--- src/tpls_pkg.sv ---
package tpls_pkg;

   localparam int unsigned SAMPLE_W = 8;
   localparam int unsigned BEAT_W   = 7;
   localparam int unsigned STEP_W   = 6;
   localparam int unsigned PHASE_W  = 2;
   localparam int unsigned LINE_W   = 4;

   localparam logic [BEAT_W-1:0]   BEAT_LIMIT    = 7'd64;
   localparam logic [STEP_W-1:0]   PERIOD_RESET  = 6'd16;
   localparam logic [SAMPLE_W:0]   PERIOD_MIN    = 9'd2;
   localparam logic [SAMPLE_W:0]   SAMPLE_SPAN   = 9'd256;
   localparam logic [SAMPLE_W-1:0] FWD_THRESHOLD = 8'd127;

   localparam logic KIND_TICK   = 1'b0;
   localparam logic KIND_SAMPLE = 1'b1;

   localparam logic [PHASE_W-1:0] PHASE_IDLE  = 2'd0;
   localparam logic [PHASE_W-1:0] PHASE_ONE   = 2'd1;
   localparam logic [PHASE_W-1:0] PHASE_TWO   = 2'd2;
   localparam logic [PHASE_W-1:0] PHASE_THREE = 2'd3;

   localparam logic [LINE_W-1:0] LINE_A_MASK  = 4'b0001;
   localparam logic [LINE_W-1:0] LINE_B_MASK  = 4'b0010;
   localparam logic [LINE_W-1:0] LINE_C_MASK  = 4'b0100;
   localparam logic [LINE_W-1:0] LINE_HB_MASK = 4'b1000;

   typedef struct packed {
      logic                kind;
      logic [SAMPLE_W-1:0] sample;
   } req_word_type;

   typedef struct packed {
      logic phase_a;
      logic phase_b;
      logic phase_c;
      logic heartbeat;
      logic adc_start;
   } rsp_word_type;

endpackage

--- src/tpls_state.sv ---
module tpls_state
   import tpls_pkg::*;
(
   input  logic         clock,
   input  logic         reset,
   input  logic         step_en,
   input  req_word_type req_word,
   output rsp_word_type rsp_word
);

   logic [STEP_W-1:0]  step_count_ff,  step_count_in;
   logic [BEAT_W-1:0]  beat_count_ff,  beat_count_in;
   logic [STEP_W-1:0]  step_period_ff, step_period_in;
   logic               reverse_ff,     reverse_in;
   logic [PHASE_W-1:0] phase_ff,       phase_in;
   logic [LINE_W-1:0]  lines_ff,       lines_in;

   always_comb begin
      logic [LINE_W-1:0]   lead_mask;
      logic [LINE_W-1:0]   trail_mask;
      logic [STEP_W-1:0]   step_mid;
      logic [STEP_W-1:0]   step_inc;
      logic [BEAT_W-1:0]   beat_mid;
      logic                start;
      logic                sample_fwd;
      logic [SAMPLE_W:0]   span_left;
      logic [SAMPLE_W:0]   period_raw;

      step_count_in  = step_count_ff;
      beat_count_in  = beat_count_ff;
      step_period_in = step_period_ff;
      reverse_in     = reverse_ff;
      phase_in       = phase_ff;
      lines_in       = lines_ff;
      start          = 1'b0;
      lead_mask      = reverse_ff ? LINE_B_MASK : LINE_C_MASK;
      trail_mask     = reverse_ff ? LINE_C_MASK : LINE_B_MASK;
      step_mid       = step_count_ff;
      step_inc       = '0;
      beat_mid       = beat_count_ff;
      sample_fwd     = req_word.sample > FWD_THRESHOLD;
      span_left      = SAMPLE_SPAN - {1'b0, req_word.sample};
      period_raw     = '0;

      if (req_word.kind == KIND_TICK) begin
         if (beat_count_ff == BEAT_LIMIT) begin
            lines_in = lines_in ^ LINE_HB_MASK;
            beat_mid = '0;
            start    = 1'b1;
         end
         if (step_count_ff == step_period_ff) begin
            case (phase_ff)
               PHASE_IDLE: begin
                  lines_in = lines_in ^ lead_mask;
                  phase_in = PHASE_ONE;
               end
               PHASE_ONE: begin
                  lines_in = lines_in ^ (lead_mask | LINE_A_MASK);
                  phase_in = PHASE_TWO;
               end
               PHASE_TWO: begin
                  lines_in = lines_in ^ (LINE_A_MASK | trail_mask);
                  phase_in = PHASE_THREE;
               end
               default: begin
                  lines_in = lines_in ^ (lead_mask | trail_mask);
                  phase_in = PHASE_ONE;
               end
            endcase
            step_mid = '0;
         end
         step_inc      = step_mid + STEP_W'(1);
         beat_count_in = beat_mid + BEAT_W'(1);
         step_count_in = (step_inc > step_period_ff) ? '0 : step_inc;
      end else begin
         period_raw = sample_fwd ? (span_left >> 2)
                                 : {1'b0, (req_word.sample >> 2)};
         if (period_raw < PERIOD_MIN) begin
            period_raw = PERIOD_MIN;
         end
         step_period_in = period_raw[STEP_W-1:0];
         if (reverse_ff == sample_fwd) begin
            lines_in = '0;
            phase_in = PHASE_IDLE;
         end
         reverse_in = ~sample_fwd;
      end

      rsp_word.phase_a   = lines_in[0];
      rsp_word.phase_b   = lines_in[1];
      rsp_word.phase_c   = lines_in[2];
      rsp_word.heartbeat = lines_in[3];
      rsp_word.adc_start = start;
   end

   always_ff @(posedge clock) begin
      if (reset) begin
         step_count_ff  <= '0;
         beat_count_ff  <= '0;
         step_period_ff <= PERIOD_RESET;
         reverse_ff     <= 1'b1;
         phase_ff       <= PHASE_IDLE;
         lines_ff       <= '0;
      end else if (step_en) begin
         step_count_ff  <= step_count_in;
         beat_count_ff  <= beat_count_in;
         step_period_ff <= step_period_in;
         reverse_ff     <= reverse_in;
         phase_ff       <= phase_in;
         lines_ff       <= lines_in;
      end
   end

endmodule

--- src/three_phase_led_sequencer.sv ---
// Three-phase LED sequencer. Each accepted word is a timer tick or an 8-bit
// potentiometer sample and yields exactly one result word holding the phase
// lines, the heartbeat line and the conversion request. A word passes an
// input register, one update of the sequencer state and a result register,
// and one word is accepted every cycle while the result side is not stalled.
// The input register takes one more word while a finished result waits to be
// taken.
module three_phase_led_sequencer
   import tpls_pkg::*;
(
   input  logic                clock,
   input  logic                reset,
   input  logic                req_valid,
   output logic                req_ready,
   input  logic                req_type,
   input  logic [SAMPLE_W-1:0] req_sample,
   output logic                rsp_valid,
   input  logic                rsp_ready,
   output logic                rsp_phase_a,
   output logic                rsp_phase_b,
   output logic                rsp_phase_c,
   output logic                rsp_heartbeat,
   output logic                rsp_adc_start
);

   logic         in_valid_ff,  in_valid_in;
   req_word_type in_word_ff;
   logic         rsp_valid_ff, rsp_valid_in;
   rsp_word_type rsp_word_ff;
   rsp_word_type rsp_word_in;
   logic         out_free;
   logic         advance;
   logic         req_fire;

   assign out_free  = ~rsp_valid_ff | rsp_ready;
   assign advance   = in_valid_ff & out_free;
   assign req_ready = ~in_valid_ff | out_free;
   assign req_fire  = req_valid & req_ready;

   assign in_valid_in  = req_fire | (in_valid_ff & ~advance);
   assign rsp_valid_in = advance | (rsp_valid_ff & ~rsp_ready);

   tpls_state u_state (
      .clock    (clock),
      .reset    (reset),
      .step_en  (advance),
      .req_word (in_word_ff),
      .rsp_word (rsp_word_in)
   );

   always_ff @(posedge clock) begin
      if (reset) begin
         in_valid_ff  <= 1'b0;
         rsp_valid_ff <= 1'b0;
      end else begin
         in_valid_ff  <= in_valid_in;
         rsp_valid_ff <= rsp_valid_in;
      end
   end

   always_ff @(posedge clock) begin
      if (req_fire) begin
         in_word_ff.kind   <= req_type;
         in_word_ff.sample <= req_sample;
      end
      if (advance) begin
         rsp_word_ff <= rsp_word_in;
      end
   end

   assign rsp_valid     = rsp_valid_ff;
   assign rsp_phase_a   = rsp_word_ff.phase_a;
   assign rsp_phase_b   = rsp_word_ff.phase_b;
   assign rsp_phase_c   = rsp_word_ff.phase_c;
   assign rsp_heartbeat = rsp_word_ff.heartbeat;
   assign rsp_adc_start = rsp_word_ff.adc_start;

endmodule

--- config.mk ---
export PLATFORM = sky130hd
export DESIGN_NAME = three_phase_led_sequencer
export DESIGN_NICKNAME = d
export VERILOG_FILES = /design/src/tpls_pkg.sv /design/src/tpls_state.sv /design/src/three_phase_led_sequencer.sv
export SDC_FILE = /design/constraint.sdc
export NUM_CORES = 1
export LEC_CHECK = 0
export BUFFER_PORTS_ARGS = -buffer_cell sky130_fd_sc_hd__clkbuf_2
export CORE_MARGIN = 2
export CORE_UTILIZATION = 29
export DETAILED_ROUTE_END_ITERATION = 16
export SETUP_SLACK_MARGIN = 0.4
export SYNTH_ARGS = -nofsm -noshare
export SYNTH_HDL_FRONTEND = slang
export SYNTH_SLANG_ARGS = --single-unit
--- constraint.sdc ---
create_clock -name clock -period 3.7 [get_ports clock]
set_input_delay 0.555 -clock clock [delete_from_list [all_inputs] [get_ports clock]]
set_output_delay 0.555 -clock clock [all_outputs]
set_load 0.005 [all_outputs]
==> key figures, run 1 <==
Yosys
  • FF+latch count, synth: 42
  • Yosys warns: 0
  • Synth cell types: 45
  • Post-synthesis cell count: approximately 230
  • Seq/Total Area, Yosys: between 40% and 50%
  • Post-synthesis area per instance: about 9.4 um^2
  • Mapped Nets: between 200 and 300
  • Mapped cell area: 2170 um^2

STA
  • Rel. slew slack: around two thirds
  • Final worst slack: around 0.64 ns
  • Clock Skew: 0.00505 ns
  • Setup repair after global routing missed its margin: no
  • Least-Margin Pin Slew: around 0.52 ns
  • Final Cycle Share: 82.8%
  • Setup TNS: 0 ns
  • Final-report hold violation count: 0
  • Count of final max-slew check failures: 0
  • Setup violators final: 0
  • Tmin final: roughly 3 ns
  • Fmax: 0.327 GHz
  • WHS: 0.429 ns

Drt
  • DR vias/cell: 4.72
  • DRT Wirelength: between 4000 and 5000 um
  • Detailed-route via count: about 1700
  • DR iter-0 viols: just under 80
  • DRT Pass-1 Iters: 4
  • WL/cell: about 11 um
  • DRC: 0
  • Detail Route Antenna Nets: 0

Clocking
  • Post-CTS Setup Bufs: 0
  • CTS HTree Levels: 2
  • Worst-path clk slew: roughly 0.080 ns
  • TritonCTS clock tree: done
  • Worst-Skew Late Latency: approximately 0.29 ns
  • CTS Buffer Depth: 2
  • CTS Buf Count: 5
  • CTS Sinks: 42
  • Root buf cell: clkbuf_8

Finish
  • Area growth syn-to-layout: 14.2%
  • Filler instances: 779
  • Diode count: 0
  • Commonest non-fill, non-tap cell in the layout: dfxtp_1
  • Final instance area: between 2000 and 2500 um^2
  • Finished Layout Cells: between 300 and 400
  • Commonest non-fill, non-tap cells in the layout: dfxtp_1 (28), nor2_1 (23), nand2_1 (21)
  • Ratio of cells with drive above 1 in the final layout: between 10 and 15%
  • Final nets: roughly 280

Placement
  • Post-Place Cell Area: between 2000 and 2500 um^2
  • Pre-CTS setup slack: just over 0.5 ns
  • Dpl cells: about 350
  • Port bufs: 19
  • Routability-driven placement congestion ratio: 0.829
  • DP Wirelength: slightly below 3000 um

Setup path
  • Slowest stage delay, CP: 0.35 ns
  • Worst Path Max Fanout: 8
  • Crit-path cells: xor2_1 -> nor4_4 -> buf_4 -> and3_2 -> nor2b_1 -> ha_1 -> nand3_1 -> xor2_1 -> nor2_1 -> ha_1 -> and4_1 -> o21ai_0 -> nand4b_1 -> o22ai_4 -> a22o_2
  • Crit path launch type: flop
  • Setup Crit Path Kind: flop to flop
  • Critical path arrival: 3.30 ns
  • Req. time, crit path: slightly below 4 ns
  • CP endpoint kind: flop
  • Slowest CP cell: dfxtp_1

Die
  • Full die area: approximately 8200 um^2
  • Die height: about 91 um
  • # rows: 31
  • Starting Density: between 20% and 30%
  • Die span in x: slightly above 90 um
  • Core area: slightly above 7000 um^2
  • I/O pins: 20

Power and ir drop
  • Combinational share of power: approximately 8.5%
  • Sw Pwr: 0.218 mW
  • Clock power share: between 30 and 40%
  • P_int: between 0.6 and 0.7 mW
  • Pleak: between 0.9 and 1 nW
  • Power Dens Cells: between 300 and 400 nW/um^2
  • Sw Share: 25.1%
  • VDD IR max: around 0.21 mV
  • Reg power frac: between 50% and 60%

GRT
  • First-pass GRT wire length: 7270 um
  • Largest net degree at the start of global routing: 25
  • Initial antenna violation count: 0
  • GR Util All Layers: between 10% and 20%
  • Via count of the first global-routing pass: ~1700
  • Total gr overflow: 0

Min path
  • Min-delay worst type: input port to flop

Status
  • Status: completed

Run
  • Max-cap viol count: 0
## power by group through the flow
stage	registers [mW]	clock network, mW	logic, mW
6_report	0.507	0.287	0.0736
5_1_grt	0.510	0.315	0.0839
4_1_cts	0.507	0.293	0.0737
3_5_place_dp	0.518	0	0.0732
3_3_place_gp	0.517	0	0.0720
2_1_floorplan	0.512	0	0.0534
## final cells by class
cell class | instances | area, um^2 | area share, %
Clock inverter | 3 | 16.3 | 0.655
Tap cell | 99 | 124 | 4.99
Sequential cell | 42 | 981 | 39.5
Clock buffer | 5 | 68.8 | 2.77
Timing Repair Buffer | 20 | 103 | 4.13
Inverter | 14 | 52.6 | 2.12
Multi-Input combinational cell | 170 | 1140 | 45.8
## logic make-up after synthesis
group / after synthesis / synth area share [%]
AO/OA/AOI/OAI: 54 / 16.6
XOR/XNOR: 18 / 7.25
adder cells (fa/ha/maj): 11 / 6.33
buffers and inverters: 20 / 3.51
flip-flops: 42 / 45.1
AND/OR/NAND/NOR: 87 / 21.2
## Yosys cell counts (all sizes together)
cell | instances | area [um^2]
and3 | 4 | 26.3
a31oi | 4 | 25.0
dfxtp | 28 | 561
nand4 | 5 | 31.3
buf | 1 | 5.00
xor2 | 13 | 114
and2 | 1 | 6.26
or4 | 2 | 15.0
nor2 | 23 | 86.3
o21ai | 11 | 55.1
or3 | 4 | 26.3
inv | 14 | 52.6
nor2b | 3 | 18.8
nor4bb | 1 | 10.0
nor3 | 3 | 15.0
o221ai | 1 | 8.76
o2111ai | 1 | 8.76
o31ai | 2 | 15.0
a22o | 6 | 53.8
a311oi | 1 | 8.76
nand3 | 11 | 67.6
xnor2 | 5 | 43.8
a211oi | 3 | 22.5
o22ai | 1 | 6.26
a21boi | 2 | 15.0
nand2 | 21 | 78.8
a21oi | 12 | 60.1
o211ai | 3 | 22.5
a211o | 3 | 26.3
a21o | 2 | 15.0
a32oi | 1 | 8.76
edfxtp | 14 | 420
and4 | 2 | 18.8
ha | 11 | 138
clkbuf | 5 | 18.8
nand4b | 1 | 8.76
nand2b | 4 | 25.0
nor4 | 2 | 27.5
o41ai | 1 | 8.76
## final timing paths
path                                    to  cells past startpoint                startpoint  slack, ns
setup / recovery  u_state.step_count_ff[5]                     15  u_state.step_count_ff[5]       0.64
hold / removal               in_word_ff[0]                      1             req_sample[0]       0.43
setup reg to reg  u_state.step_count_ff[5]                     15  u_state.step_count_ff[5]       0.64
hold reg to reg        u_state.lines_ff[3]                      1       u_state.lines_ff[3]       0.48
## repair_timing
| action | 4_1_cts | 5_1_grt |
|---|---|---|
| endpoints found under the setup margin | 0 | 6 |
| hold buffers | 0 | 0 |
| resized for setup | 0 | 3 |
## metal layers
metal | share of wire [%] | GRT usage [%] | vias to the layer above
li1 | - | - | 877
met1 | 48 | 13.5 | 757
met2 | 47 | 18.0 | 25
met3 | 3.5 | 2.50 | 7
met4 | 1.4 | 3.46 | 0
met5 | 0 | 0 | -
## registers in the layout (all words and copies together) (netlist names)
register and count:
in_word_ff 9, u_state.beat_count_ff 7, u_state.step_count_ff 6, u_state.step_period_ff 6
u_state.lines_ff 4, u_state.phase_ff 2, in_valid_ff 1, rsp_adc_start 1
rsp_heartbeat 1, rsp_phase_a 1, rsp_phase_b 1, rsp_phase_c 1
rsp_valid 1, u_state.reverse_ff 1
## metrics by stage
step,total power [mW],util (%)
6_report,0.868,34.2
5_1_grt,0.909,34.2
4_1_cts,0.874,33.9
3_5_place_dp,0.591,32.8
3_3_place_gp,0.589,32.8
2_1_floorplan,0.566,-
## worst max-delay path, delay by kind of cell (launching register included)
kind	cells	cell delay (ns)
AOI/OAI and AO/OA	3	0.53
xor gates and xnor gates	2	0.34
adders and majority gates	2	0.52
buffers and inverters	1	0.20
DFF	1	0.35
and+or+nand+nor	7	1.07
(Power assumes the default switching activity.)
==> run 2, diff against run 1 <==
clock period = 2.6 ns   (was 3.7 ns; I/O delays follow)
==> run 2 against run 1 <==
The run now ends with negative setup slack left. Critical endpoint unchanged. Global-route usage rose by 0.39 points. First-iteration DRC count is 32% higher. Critical path depth shrank 1. Highest routed layer unchanged. Die area unchanged.
==> key figures, run 2 (same netlist as run 1, synthesis figures left out) <==
Finish
  • Final nets: 298
  • Footprint of the multi-input gates: ~1200 um^2
  • Top reg by flops: in_word_ff
  • Ratio of cells with drive above 1 in the final layout: 23.3%
  • Final instance area: 2710 um^2
  • Commonest non-fill, non-tap cell in the layout: dfxtp_1
  • Area growth syn-to-layout: 24.4%
  • FF/Latch Area: 983 um^2
  • Diode count: 0
  • Max reg flops: 9
  • Commonest non-fill, non-tap cells in the layout: dfxtp_1 (26), nor2_1 (22), buf_4 (22)
  • Top flop regs: in_word_ff x9, u_state.beat_count_ff x7
  • Filler instances: between 700 and 800

Die
  • Die height: between 90 and 100 um
  • # rows: 31
  • Core area: roughly 7300 um^2
  • Starting Density: between 20% and 30%
  • Full die area: ~8200 um^2
  • I/O pins: 20
  • Die span in x: ~90 um

Setup path
  • Req. time, crit path: approximately 2.8 ns
  • Slowest CP cell: dfxtp_2
  • Crit path launch type: flop
  • Setup Crit Path Kind: flop to flop
  • Critical path arrival: approximately 3.0 ns
  • Slowest stage delay, CP: approximately 0.34 ns
  • Crit-path cells: xor2_2 -> nor4_4 -> and3_4 -> nor2b_2 -> ha_2 -> nand3_2 -> xor2_1 -> nor2_2 -> ha_4 -> a211o_1 -> o211ai_1 -> nand4b_1 -> o22ai_4 -> a22o_2
  • Worst Path Max Fanout: 6
  • CP endpoint kind: flop

Drt
  • DRT Wirelength: 4320 um
  • DR vias/cell: 4.78
  • Detailed-route via count: 1788
  • WL/cell: between 10 and 15 um
  • DRC: 0
  • Detail Route Antenna Nets: 0
  • DRT Pass-1 Iters: 4
  • DR iter-0 viols: approximately 100

Power and ir drop
  • Sw Share: a little under a quarter
  • Sw Pwr: 0.305 mW
  • VDD IR max: between 0.3 and 0.4 mV
  • Reg power frac: a little over half
  • Combinational share of power: 9.6%
  • Power Dens Cells: approximately 500 nW/um^2
  • Pleak: about 1.0 nW
  • Pwr Total: between 1 and 1.5 mW
  • P_int: 1.05 mW
  • Clock power share: a little under two fifths

GRT
  • Via count of the first global-routing pass: approximately 1700
  • Largest net degree at the start of global routing: 24
  • First-pass GRT wire length: roughly 7500 um
  • Initial antenna violation count: 0
  • GR Util All Layers: ~11%
  • Total gr overflow: 0

STA
  • Least-Margin Pin Slew: 0.521 ns
  • Final worst slack: -0.170 ns
  • Tmin final: approximately 2.8 ns
  • Clock Skew: around 0.0086 ns
  • Setup repair after global routing missed its margin: yes
  • Final-report hold violation count: 0
  • Count of final max-slew check failures: 0
  • WHS: ~0.28 ns
  • Rel. slew slack: between 60% and 70%
  • Final Cycle Share: 107%
  • Fmax: between 0.3 and 0.4 GHz
  • Setup violators final: 6

Clocking
  • CTS Sinks: between 40 and 50
  • TritonCTS clock tree: done
  • CTS Buffer Depth: 2
  • Root buf cell: clkbuf_8
  • CTS HTree Levels: 2
  • Worst-Skew Late Latency: approximately 0.29 ns
  • CTS Buf Count: 5
  • Worst-path clk slew: ~0.07 ns
  • CTS Hold Buffers Added: 0

Placement
  • Post-Place Cell Area: around 2600 um^2
  • DP Wirelength: 3230 um
  • Port bufs: 19
  • Pre-CTS setup slack: -0.223 ns
  • Routability-driven placement congestion ratio: 0.765

Run
  • Max-cap viol count: 0

Status
  • Status: finished, violations left
  • Failing checks: negative setup slack

Min path
  • Min-delay worst type: input port to flop
==> run 2: final cells by class <==
cell class / count / area share (%)
multi-input cells: 170 / 43.6
flip-flops and latches: 42 / 36.4
repair buffers: 41 / 9.62
well taps: 99 / 4.58
clock buffers: 7 / 2.82
inverters: 14 / 1.94
clock inverters: 1 / 1.11
==> run 2: per-stage QoR <==
stage | std cells | TNS [ns] | util (%)
2_1_floorplan | 232 | -1.21 | -
3_3_place_gp | 365 | -0.821 | 35.3
3_5_place_dp | 365 | -1.29 | 35.3
4_1_cts | 374 | -1.31 | 37.1
5_1_grt | 374 | -1.90 | 37.3
6_report | 374 | -0.944 | 37.3
==> run 2: path summary, 6_finish.rpt <==
path	slack, ns	cells past startpoint	start	end
hold reg to reg	0.48	1	u_state.lines_ff[3]	u_state.lines_ff[3]
setup / recovery	-0.17	14	u_state.step_count_ff[1]	u_state.step_count_ff[5]
setup reg to reg	-0.17	14	u_state.step_count_ff[1]	u_state.step_count_ff[5]
hold / removal	0.28	1	req_sample[0]	in_word_ff[0]
==> run 2: repair_timing <==
item                       CTS  global route
setup endpoints to repair    6             6
gates resized for setup      5             3
pin swaps                    9            10
setup buffers                1             0
==> run 2: critical path: cells and delay by family (launching register included) <==
kind,cells,cell delay (ns)
xor+xnor,2,0.35
fa+ha+maj,2,0.34
compound gates,4,0.75
flops,1,0.34
simple gates,6,0.92
==> run 2: layer usage <==
metal	part of all wire, %	up-vias	global-route usage, %
li1	-	930	-
met1	47	827	14.1
met2	48	26	19.0
met3	3.1	5	2.25
met4	1.2	0	3.08
met5	0	-	0
==> run 2: power groups by stage <==
stage	sequential (mW)	combinational [mW]	clock [mW]
detailed placement	0.734	0.127	0
global placement	0.733	0.126	0
finish	0.719	0.130	0.501
CTS	0.719	0.130	0.519
floorplan	0.729	0.0786	0
global route	0.722	0.147	0.542
